<file path="src/rtl/cqs_pkg.sv">
// Shared constants, codes and helpers for the circular queue with search.
package cqs_pkg;

	localparam int DEPTH     = 16;
	localparam int PTR_W     = $clog2(DEPTH);
	localparam int CNT_W     = $clog2(DEPTH + 1);
	localparam int DATA_W    = 32;
	localparam int CMD_W     = 2;
	localparam int STATUS_W  = 3;
	localparam int CAP_W     = 5;
	localparam int OCC_W     = 5;
	localparam int PADDR_W   = 2;
	localparam int PDATA_W   = 32;
	localparam logic [CAP_W-1:0] CAP_RESET = CAP_W'(16);

	typedef enum logic [CMD_W-1:0] {
		CMD_INSERT = 2'd0,
		CMD_REMOVE = 2'd1,
		CMD_SEARCH = 2'd2,
		CMD_NOP    = 2'd3
	} cmd_t;

	typedef enum logic [STATUS_W-1:0] {
		ST_OK        = 3'd0,
		ST_OVERFLOW  = 3'd1,
		ST_UNDERFLOW = 3'd2,
		ST_FOUND     = 3'd3,
		ST_NOT_FOUND = 3'd4
	} status_t;

	// Advance a ring position, wrapping at the live capacity.
	function automatic logic [PTR_W-1:0] next_slot(input logic [PTR_W-1:0] pos,
			input logic [CNT_W-1:0] cap);
		logic [CNT_W-1:0] n;
		begin
			n = CNT_W'(pos) + CNT_W'(1);
			next_slot = (n >= cap) ? '0 : n[PTR_W-1:0];
		end
	endfunction

endpackage

</file>
<file path="src/rtl/circular_queue_with_search_unit.sv">
// Top level: ring-buffer queue of signed words with insert, remove and search.
//
// Usage:
//   Input channel (in_valid/in_ready, command, value) carries one beat per
//   operation: insert, remove, search, or a no-op code. Every input beat yields
//   exactly one result beat on the output channel (out_valid/out_ready, status,
//   data_out, occupancy), in order.
//   The APB port holds one register, capacity (5 bits, reset 16). Writing it
//   empties the queue; zero acts as one slot, values above the built depth act
//   as the full depth. Write it only while the block is idle.
// Timing:
//   Insert, overflow, underflow, empty search and no-op finish in the accept
//   cycle (result registered at that edge), one item per cycle unless stalled.
//   Remove does a synchronous RAM read of the head slot, then delivers it.
//   Search walks the held words oldest first, one RAM read per cycle, until
//   every held word was compared; a hit stops the walk early.
// Reset (arst_n low) empties the queue and sets capacity to 16; slot contents
//   are not cleared, and only held slots are ever read.
// Stall: the output register keeps its beat while out_ready is low; a further
//   finished result parks in a hold register and in_ready drops until it moves.
module circular_queue_with_search_unit (
	input  logic                           clk,
	input  logic                           arst_n,
	// configuration port
	input  logic                           psel,
	input  logic                           penable,
	input  logic                           pwrite,
	input  logic [cqs_pkg::PADDR_W-1:0]    paddr,
	input  logic [cqs_pkg::PDATA_W-1:0]    pwdata,
	output logic [cqs_pkg::PDATA_W-1:0]    prdata,
	output logic                           pready,
	// input channel
	input  logic                           in_valid,
	output logic                           in_ready,
	input  logic [cqs_pkg::CMD_W-1:0]      command,
	input  logic signed [cqs_pkg::DATA_W-1:0] value,
	// output channel
	output logic                           out_valid,
	input  logic                           out_ready,
	output logic [cqs_pkg::STATUS_W-1:0]   status,
	output logic signed [cqs_pkg::DATA_W-1:0] data_out,
	output logic [cqs_pkg::OCC_W-1:0]      occupancy
);

	typedef enum logic [1:0] {
		S_IDLE,
		S_REMOVE_RD,
		S_SEARCH,
		S_HOLD
	} state_t;

	state_t state_q, state_nxt, state_d;

	logic [cqs_pkg::CAP_W-1:0]  cap_q;
	logic [cqs_pkg::CNT_W-1:0]  cap_live;
	logic [cqs_pkg::PTR_W-1:0]  head_q, head_nxt, tail_q, tail_nxt, pos_q, pos_nxt;
	logic [cqs_pkg::CNT_W-1:0]  count_q, count_nxt, issued_q, issued_nxt;
	logic [cqs_pkg::DATA_W-1:0] val_q;

	logic                       in_fire, cfg_wr, out_free;
	cqs_pkg::cmd_t              cmd;

	logic                       wr_en, rd_en;
	logic [cqs_pkg::PTR_W-1:0]  rd_addr;
	logic [cqs_pkg::DATA_W-1:0] rd_data;

	logic                       fin_valid;
	cqs_pkg::status_t           fin_status;
	logic [cqs_pkg::DATA_W-1:0] fin_data;
	logic [cqs_pkg::OCC_W-1:0]  fin_occ;

	cqs_pkg::status_t           hold_status_q, out_status_q;
	logic [cqs_pkg::DATA_W-1:0] hold_data_q, out_data_q;
	logic [cqs_pkg::OCC_W-1:0]  hold_occ_q, out_occ_q;
	logic                       out_valid_q;

	// --- configuration port ------------------------------------------------
	// Single register, so every write lands in capacity.
	assign cfg_wr = psel && penable && pwrite;
	assign pready = 1'b1;
	assign prdata = cqs_pkg::PDATA_W'(cap_q);

	// Clamp capacity into the built ring.
	always_comb begin
		if (cap_q == '0) begin
			cap_live = cqs_pkg::CNT_W'(1);
		end else if (cqs_pkg::CNT_W'(cap_q) > cqs_pkg::CNT_W'(cqs_pkg::DEPTH)) begin
			cap_live = cqs_pkg::CNT_W'(cqs_pkg::DEPTH);
		end else begin
			cap_live = cqs_pkg::CNT_W'(cap_q);
		end
	end

	// --- handshakes --------------------------------------------------------
	assign in_ready = (state_q == S_IDLE);
	assign in_fire  = in_valid && in_ready;
	assign out_free = !out_valid_q || out_ready;
	assign cmd      = cqs_pkg::cmd_t'(command);

	// --- operation decode and search walk ----------------------------------
	always_comb begin
		head_nxt   = head_q;
		tail_nxt   = tail_q;
		count_nxt  = count_q;
		pos_nxt    = pos_q;
		issued_nxt = issued_q;
		state_nxt  = state_q;
		wr_en      = 1'b0;
		rd_en      = 1'b0;
		rd_addr    = head_q;
		fin_valid  = 1'b0;
		fin_status = cqs_pkg::ST_OK;
		fin_data   = '0;
		case (state_q)
			S_IDLE: begin
				if (in_fire) begin
					case (cmd)
						cqs_pkg::CMD_INSERT: begin
							fin_valid = 1'b1;
							if (count_q >= cap_live) begin
								fin_status = cqs_pkg::ST_OVERFLOW;
							end else begin
								wr_en     = 1'b1;
								tail_nxt  = cqs_pkg::next_slot(tail_q, cap_live);
								count_nxt = count_q + cqs_pkg::CNT_W'(1);
							end
						end
						cqs_pkg::CMD_REMOVE: begin
							if (count_q == '0) begin
								fin_valid  = 1'b1;
								fin_status = cqs_pkg::ST_UNDERFLOW;
							end else begin
								// Read the head word now, deliver it next cycle.
								rd_en     = 1'b1;
								count_nxt = count_q - cqs_pkg::CNT_W'(1);
								if (count_q == cqs_pkg::CNT_W'(1)) begin
									head_nxt = '0;
									tail_nxt = '0;
								end else begin
									head_nxt = cqs_pkg::next_slot(head_q, cap_live);
								end
								state_nxt = S_REMOVE_RD;
							end
						end
						cqs_pkg::CMD_SEARCH: begin
							if (count_q == '0) begin
								fin_valid  = 1'b1;
								fin_status = cqs_pkg::ST_NOT_FOUND;
							end else begin
								rd_en      = 1'b1;
								pos_nxt    = cqs_pkg::next_slot(head_q, cap_live);
								issued_nxt = cqs_pkg::CNT_W'(1);
								state_nxt  = S_SEARCH;
							end
						end
						default: begin
							fin_valid = 1'b1;
						end
					endcase
				end
			end
			S_REMOVE_RD: begin
				fin_valid = 1'b1;
				fin_data  = rd_data;
				state_nxt = S_IDLE;
			end
			S_SEARCH: begin
				// rd_data holds the word of the previous read; compare, then
				// issue the next read unless it matched or every held word was seen.
				if (rd_data == val_q) begin
					fin_valid  = 1'b1;
					fin_status = cqs_pkg::ST_FOUND;
					state_nxt  = S_IDLE;
				end else if (issued_q == count_q) begin
					fin_valid  = 1'b1;
					fin_status = cqs_pkg::ST_NOT_FOUND;
					state_nxt  = S_IDLE;
				end else begin
					rd_en      = 1'b1;
					rd_addr    = pos_q;
					pos_nxt    = cqs_pkg::next_slot(pos_q, cap_live);
					issued_nxt = issued_q + cqs_pkg::CNT_W'(1);
				end
			end
			S_HOLD: begin
				state_nxt = S_HOLD;
			end
			default: begin
				state_nxt = S_IDLE;
			end
		endcase
		fin_occ = cqs_pkg::OCC_W'(count_nxt);
	end

	// Park a finished result when the output register is still occupied.
	always_comb begin
		if (fin_valid) begin
			state_d = out_free ? S_IDLE : S_HOLD;
		end else if (state_q == S_HOLD) begin
			state_d = out_free ? S_IDLE : S_HOLD;
		end else begin
			state_d = state_nxt;
		end
	end

	// --- queue pointers and capacity ---------------------------------------
	always_ff @(posedge clk or negedge arst_n) begin
		if (!arst_n) begin
			cap_q    <= cqs_pkg::CAP_RESET;
			head_q   <= '0;
			tail_q   <= '0;
			count_q  <= '0;
			pos_q    <= '0;
			issued_q <= '0;
		end else begin
			pos_q    <= pos_nxt;
			issued_q <= issued_nxt;
			if (cfg_wr) begin
				// Any capacity write drops the held words.
				cap_q   <= pwdata[cqs_pkg::CAP_W-1:0];
				head_q  <= '0;
				tail_q  <= '0;
				count_q <= '0;
			end else begin
				head_q  <= head_nxt;
				tail_q  <= tail_nxt;
				count_q <= count_nxt;
			end
		end
	end

	// Search key, captured with the beat.
	always_ff @(posedge clk) begin
		if (in_fire) begin
			val_q <= value;
		end
	end

	// --- state, hold register and output register --------------------------
	always_ff @(posedge clk or negedge arst_n) begin
		if (!arst_n) begin
			state_q       <= S_IDLE;
			out_valid_q   <= 1'b0;
			out_status_q  <= cqs_pkg::ST_OK;
			out_data_q    <= '0;
			out_occ_q     <= '0;
			hold_status_q <= cqs_pkg::ST_OK;
			hold_data_q   <= '0;
			hold_occ_q    <= '0;
		end else begin
			state_q <= state_d;
			if (fin_valid && out_free) begin
				out_valid_q  <= 1'b1;
				out_status_q <= fin_status;
				out_data_q   <= fin_data;
				out_occ_q    <= fin_occ;
			end else if (state_q == S_HOLD && out_free) begin
				out_valid_q  <= 1'b1;
				out_status_q <= hold_status_q;
				out_data_q   <= hold_data_q;
				out_occ_q    <= hold_occ_q;
			end else if (out_ready) begin
				out_valid_q <= 1'b0;
			end
			if (fin_valid && !out_free) begin
				hold_status_q <= fin_status;
				hold_data_q   <= fin_data;
				hold_occ_q    <= fin_occ;
			end
		end
	end

	assign out_valid = out_valid_q;
	assign status    = out_status_q;
	assign data_out  = out_data_q;
	assign occupancy = out_occ_q;

	// --- slot storage ------------------------------------------------------
	cqs_ram #(
		.WIDTH (cqs_pkg::DATA_W),
		.DEPTH (cqs_pkg::DEPTH)
	) u_slots (
		.clk     (clk),
		.wr_en   (wr_en),
		.wr_addr (tail_q),
		.wr_data (value),
		.rd_en   (rd_en),
		.rd_addr (rd_addr),
		.rd_data (rd_data)
	);

endmodule

</file>
<file path="src/rtl/cqs_ram.sv">
// Simple dual-port RAM: one write port, one read port with registered data.
module cqs_ram #(
	parameter int WIDTH  = 32,
	parameter int DEPTH  = 16,
	parameter int ADDR_W = $clog2(DEPTH)
) (
	input  logic              clk,
	input  logic              wr_en,
	input  logic [ADDR_W-1:0] wr_addr,
	input  logic [WIDTH-1:0]  wr_data,
	input  logic              rd_en,
	input  logic [ADDR_W-1:0] rd_addr,
	output logic [WIDTH-1:0]  rd_data
);

	logic [WIDTH-1:0] mem [DEPTH];

	always_ff @(posedge clk) begin
		if (wr_en) begin
			mem[wr_addr] <= wr_data;
		end
	end

	always_ff @(posedge clk) begin
		if (rd_en) begin
			rd_data <= mem[rd_addr];
		end
	end

endmodule
</file>
<file path="config.mk">
export PLATFORM = sky130hd
export DESIGN_NAME = circular_queue_with_search_unit
export DESIGN_NICKNAME = d
export VERILOG_FILES = /design/src/rtl/cqs_pkg.sv /design/src/rtl/circular_queue_with_search_unit.sv /design/src/rtl/cqs_ram.sv
export SDC_FILE = /design/constraint.sdc
export NUM_CORES = 1
export LEC_CHECK = 0
export BUFFER_PORTS_ARGS = -buffer_cell sky130_fd_sc_hd__buf_2
export CAP_MARGIN = 10
export CORE_MARGIN = 2
export CORE_UTILIZATION = 40
export DETAILED_ROUTE_END_ITERATION = 12
export GPL_ROUTABILITY_DRIVEN = 0
export SYNTH_ARGS = -nofsm -noshare
export SYNTH_HDL_FRONTEND = slang
export SYNTH_SLANG_ARGS = --single-unit
</file>
<file path="constraint.sdc">
create_clock -name clk -period 4.78 [get_ports clk]
set_clock_uncertainty 0.05 [all_clocks]
set_input_delay 1.195 -clock clk [delete_from_list [all_inputs] [get_ports clk]]
set_output_delay 1.195 -clock clk [all_outputs]
set_load 0.03 [all_outputs]
</file>
==> results.json <==
{
  "outcome": "complete, no violations",
  "fp.dieH_um": 278,
  "busiest_layer": "met2",
  "path_cells": "xor2_1, nor4_1, nand4_1, buf_4, o211ai_4, mux2i_4, buf_12, buf_12, buf_4, mux2i_1, o22ai_1, or3_1",
  "max_stage_delay_ps": 620,
  "syn_to_final_growth_pct": 14.4,
  "synth_area_mm2": 0.0300,
  "first_pass_iters": 6,
  "avgSynthCellArea_um2": 12.9,
  "worst_ep_required_time_ps": 5070,
  "peakVddDrop_mv": 0.333,
  "synthCells": 2332,
  "nets": 2540,
  "root_buffer": "clkbuf_16",
  "worstSkewPairLatency_ps": 620,
  "finalSetupTns_ps": 0,
  "crit_family": "simple AND/OR/NAND/NOR gates",
  "start_util": 0.403,
  "antenna_left": 0,
  "dieArea_mm2": 0.0772,
  "htree_levels": 3,
  "cts_buffer_depth": 3,
  "grtUsageMet2": 0.317,
  "rsz0062_at_grt": "no",
  "ys_seq_area_frac": 0.669,
  "cts_tree": "done",
  "grt_pass1_wl_mm": 115,
  "use_met1": 0.277,
  "arrival_ps": 4470,
  "synth.distinct_cells": 57,
  "async_reset_ff_frac": 0.160,
  "wl_per_cell_um": 22.2,
  "crit_path_start_kind": "register",
  "synth_flop_cell": "edfxtp_1",
  "drt_iter0_drc": 1896,
  "relSlewSlack": 0.447,
  "yosysWarnings": 0,
  "cts_resized": 0,
  "grt_max_degree": 133,
  "cts_setup_buffers": 0,
  "final_cell_area_mm2": 0.0343,
  "critPathKind": "register to register",
  "setup_viol": 0,
  "placed_area_mm2": 0.0319,
  "hold_viol_final": 0,
  "dr_total_vias": 19000,
  "finalCritPeriodShare": 0.875,
  "grt_pass1_vias": 18500,
  "path_clk_slew_ps": 50,
  "n_antenna_cell": 0,
  "dp_hpwl_mm": 45.1,
  "grt-ovfl-total": 0,
  "drv_cap": 0,
  "ioPinCount": 150,
  "drc": 0,
  "slowest_stage": "nor4_1",
  "cts_buffers": 76,
  "synth-seq-cells": 686,
  "critPathMaxFanout": 24,
  "antenna_found_initial": 4,
  "drive_above_1_share": 0.124,
  "drv_slew": 0,
  "via_per_inst": 5.50,
  "core.rowCount": 100,
  "crit_buf_inv": 4,
  "synth_edf_count": 576,
  "hold_buffers": 0,
  "worstSetupEndpointType": "register",
  "hp-class": "register to register",
  "p_leak_nw": 13.1,
  "max_freq_mhz": 239,
  "tightest_slew_ps": 829,
  "clock_sinks": 686,
  "pwr_density_cell_mw_per_mm2": 572,
  "track_usage": 0.197,
  "core_area_mm2": 0.0743,
  "period_minus_slack_ps": 4180,
  "port_buffers": 92,
  "routed_wl_mm": 76.7,
  "met3_usage": 0.0300,
  "fp.dieW_um": 278
}
power breakdown:
group,internal [mW],total [mW],switching (mW)
combinational,2.45,6.21,3.76
clock,3.29,5.59,2.30
sequential,7.14,7.83,0.683
cells in the final DEF, fill, tap and decap left out, drive strengths merged, types with 33 or more instances in the layout:
cell type | netlist | routed
o22ai | 78 | 78
mux2i | 187 | 187
o21ai | 169 | 169
nand2b | 167 | 167
xor2 | 39 | 39
a31oi | 37 | 37
nand2 | 314 | 314
edfxtp | 576 | 576
ha | 38 | 38
dfrtp | 109 | 109
nor2 | 33 | 33
a21oi | 166 | 166
nor2b | 35 | 35
clkbuf | 103 | 106
buf | 66 | 160
synthesized netlist by cell type, types with 37 or more instances:
library cell | n | area, µm²
edfxtp_1 | 576 | 17300
a31oi_1 | 37 | 231
dfrtp_1 | 109 | 2730
o22ai_1 | 78 | 488
ha_1 | 38 | 475
xor2_1 | 39 | 342
o21ai_0 | 169 | 846
clkbuf_1 | 103 | 387
mux2i_1 | 187 | 1870
nand2_1 | 314 | 1180
nand2b_1 | 167 | 1040
a21oi_1 | 166 | 831
layout make-up:
type	count	area, µm²
clock inverters	26	235
well taps	969	1210
clock buffers	106	2140
inverters	19	71.3
fillers	6554	40000
repair buffers	160	1350
multi-input cells	1484	9220
flip-flops and latches	686	20100
path summary, 6_finish.rpt:
| kind | depth (start not counted) | to | startpoint | slack, ps |
|---|---|---|---|---|
| min reg2reg | 2 | hold_data_q[22]$_DFFE_PN0P_ | hold_data_q[22]$_DFFE_PN0P_ | 420 |
| max | 12 | u_slots.rd_data[30]$_DFFE_PP_ | u_slots.rd_data[9]$_DFFE_PP_ | 600 |
| max reg2reg | 12 | u_slots.rd_data[30]$_DFFE_PP_ | u_slots.rd_data[9]$_DFFE_PP_ | 600 |
| min | 2 | hold_data_q[22]$_DFFE_PN0P_ | hold_data_q[22]$_DFFE_PN0P_ | 420 |
| max in group asynchronous | 2 | data_out[8]$_DFFE_PN0P_ | arst_n | 3170 |
| min in group asynchronous | 1 | count_q[2]$_DFF_PN0_ | arst_n | 570 |
cells by family (layout without fill, tap and decap cells):
family | after synthesis | in the layout | share of synthesized area
AND/OR/NAND/NOR | 662 | 662 | 0.109
flip-flops | 686 | 686 | 0.669
AO/OA/AOI/OAI | 517 | 517 | 0.0990
XOR/XNOR | 43 | 43 | 0.0126
other | 2 | 28 | 0.000250
multiplexers | 196 | 196 | 0.0658
buffers and inverters | 188 | 311 | 0.0288
adder cells (fa/ha/maj) | 38 | 38 | 0.0159
sequential cells by signal, indices dropped and copies added, names as in the netlist, 5 cells and up:
register         cells
u_slots.mem        512
data_out            32
hold_data_q         32
u_slots.rd_data     32
val_q               32
cap_q                5
count_q              5
hold_occ_q           5
issued_q             5
occupancy            5
worst min-delay path, stage by stage, from the launching register on:
cell,delay (ps)
dfrtp_1,330
nand2_1,40
o21ai_0,60
metrics by stage:
| stage | std cells | power, mW | util | setup WS [ps] | hold slack, ps |
|---|---|---|---|---|---|
| global route | 3450 | 20.6 | 0.461 | 462 | 445 |
| global placement | 3318 | 14.0 | 0.429 | 727 | 404 |
| floorplan | 2358 | 12.1 | - | 629 | 392 |
| finish | 3450 | 19.6 | 0.461 | 599 | 421 |
| detailed placement | 3318 | 14.1 | 0.429 | 675 | 413 |
| CTS | 3450 | 19.7 | 0.461 | 642 | 426 |
metal layers:
layer  vias up  routed length, µm  share of wire
met5         -                 23        0.00030
met4         4               1920          0.025
met3       137               4960          0.065
met2       725              36000           0.47
met1      9375              33700           0.44
li1       8725                  -              -
(Power assumes the default switching activity.)
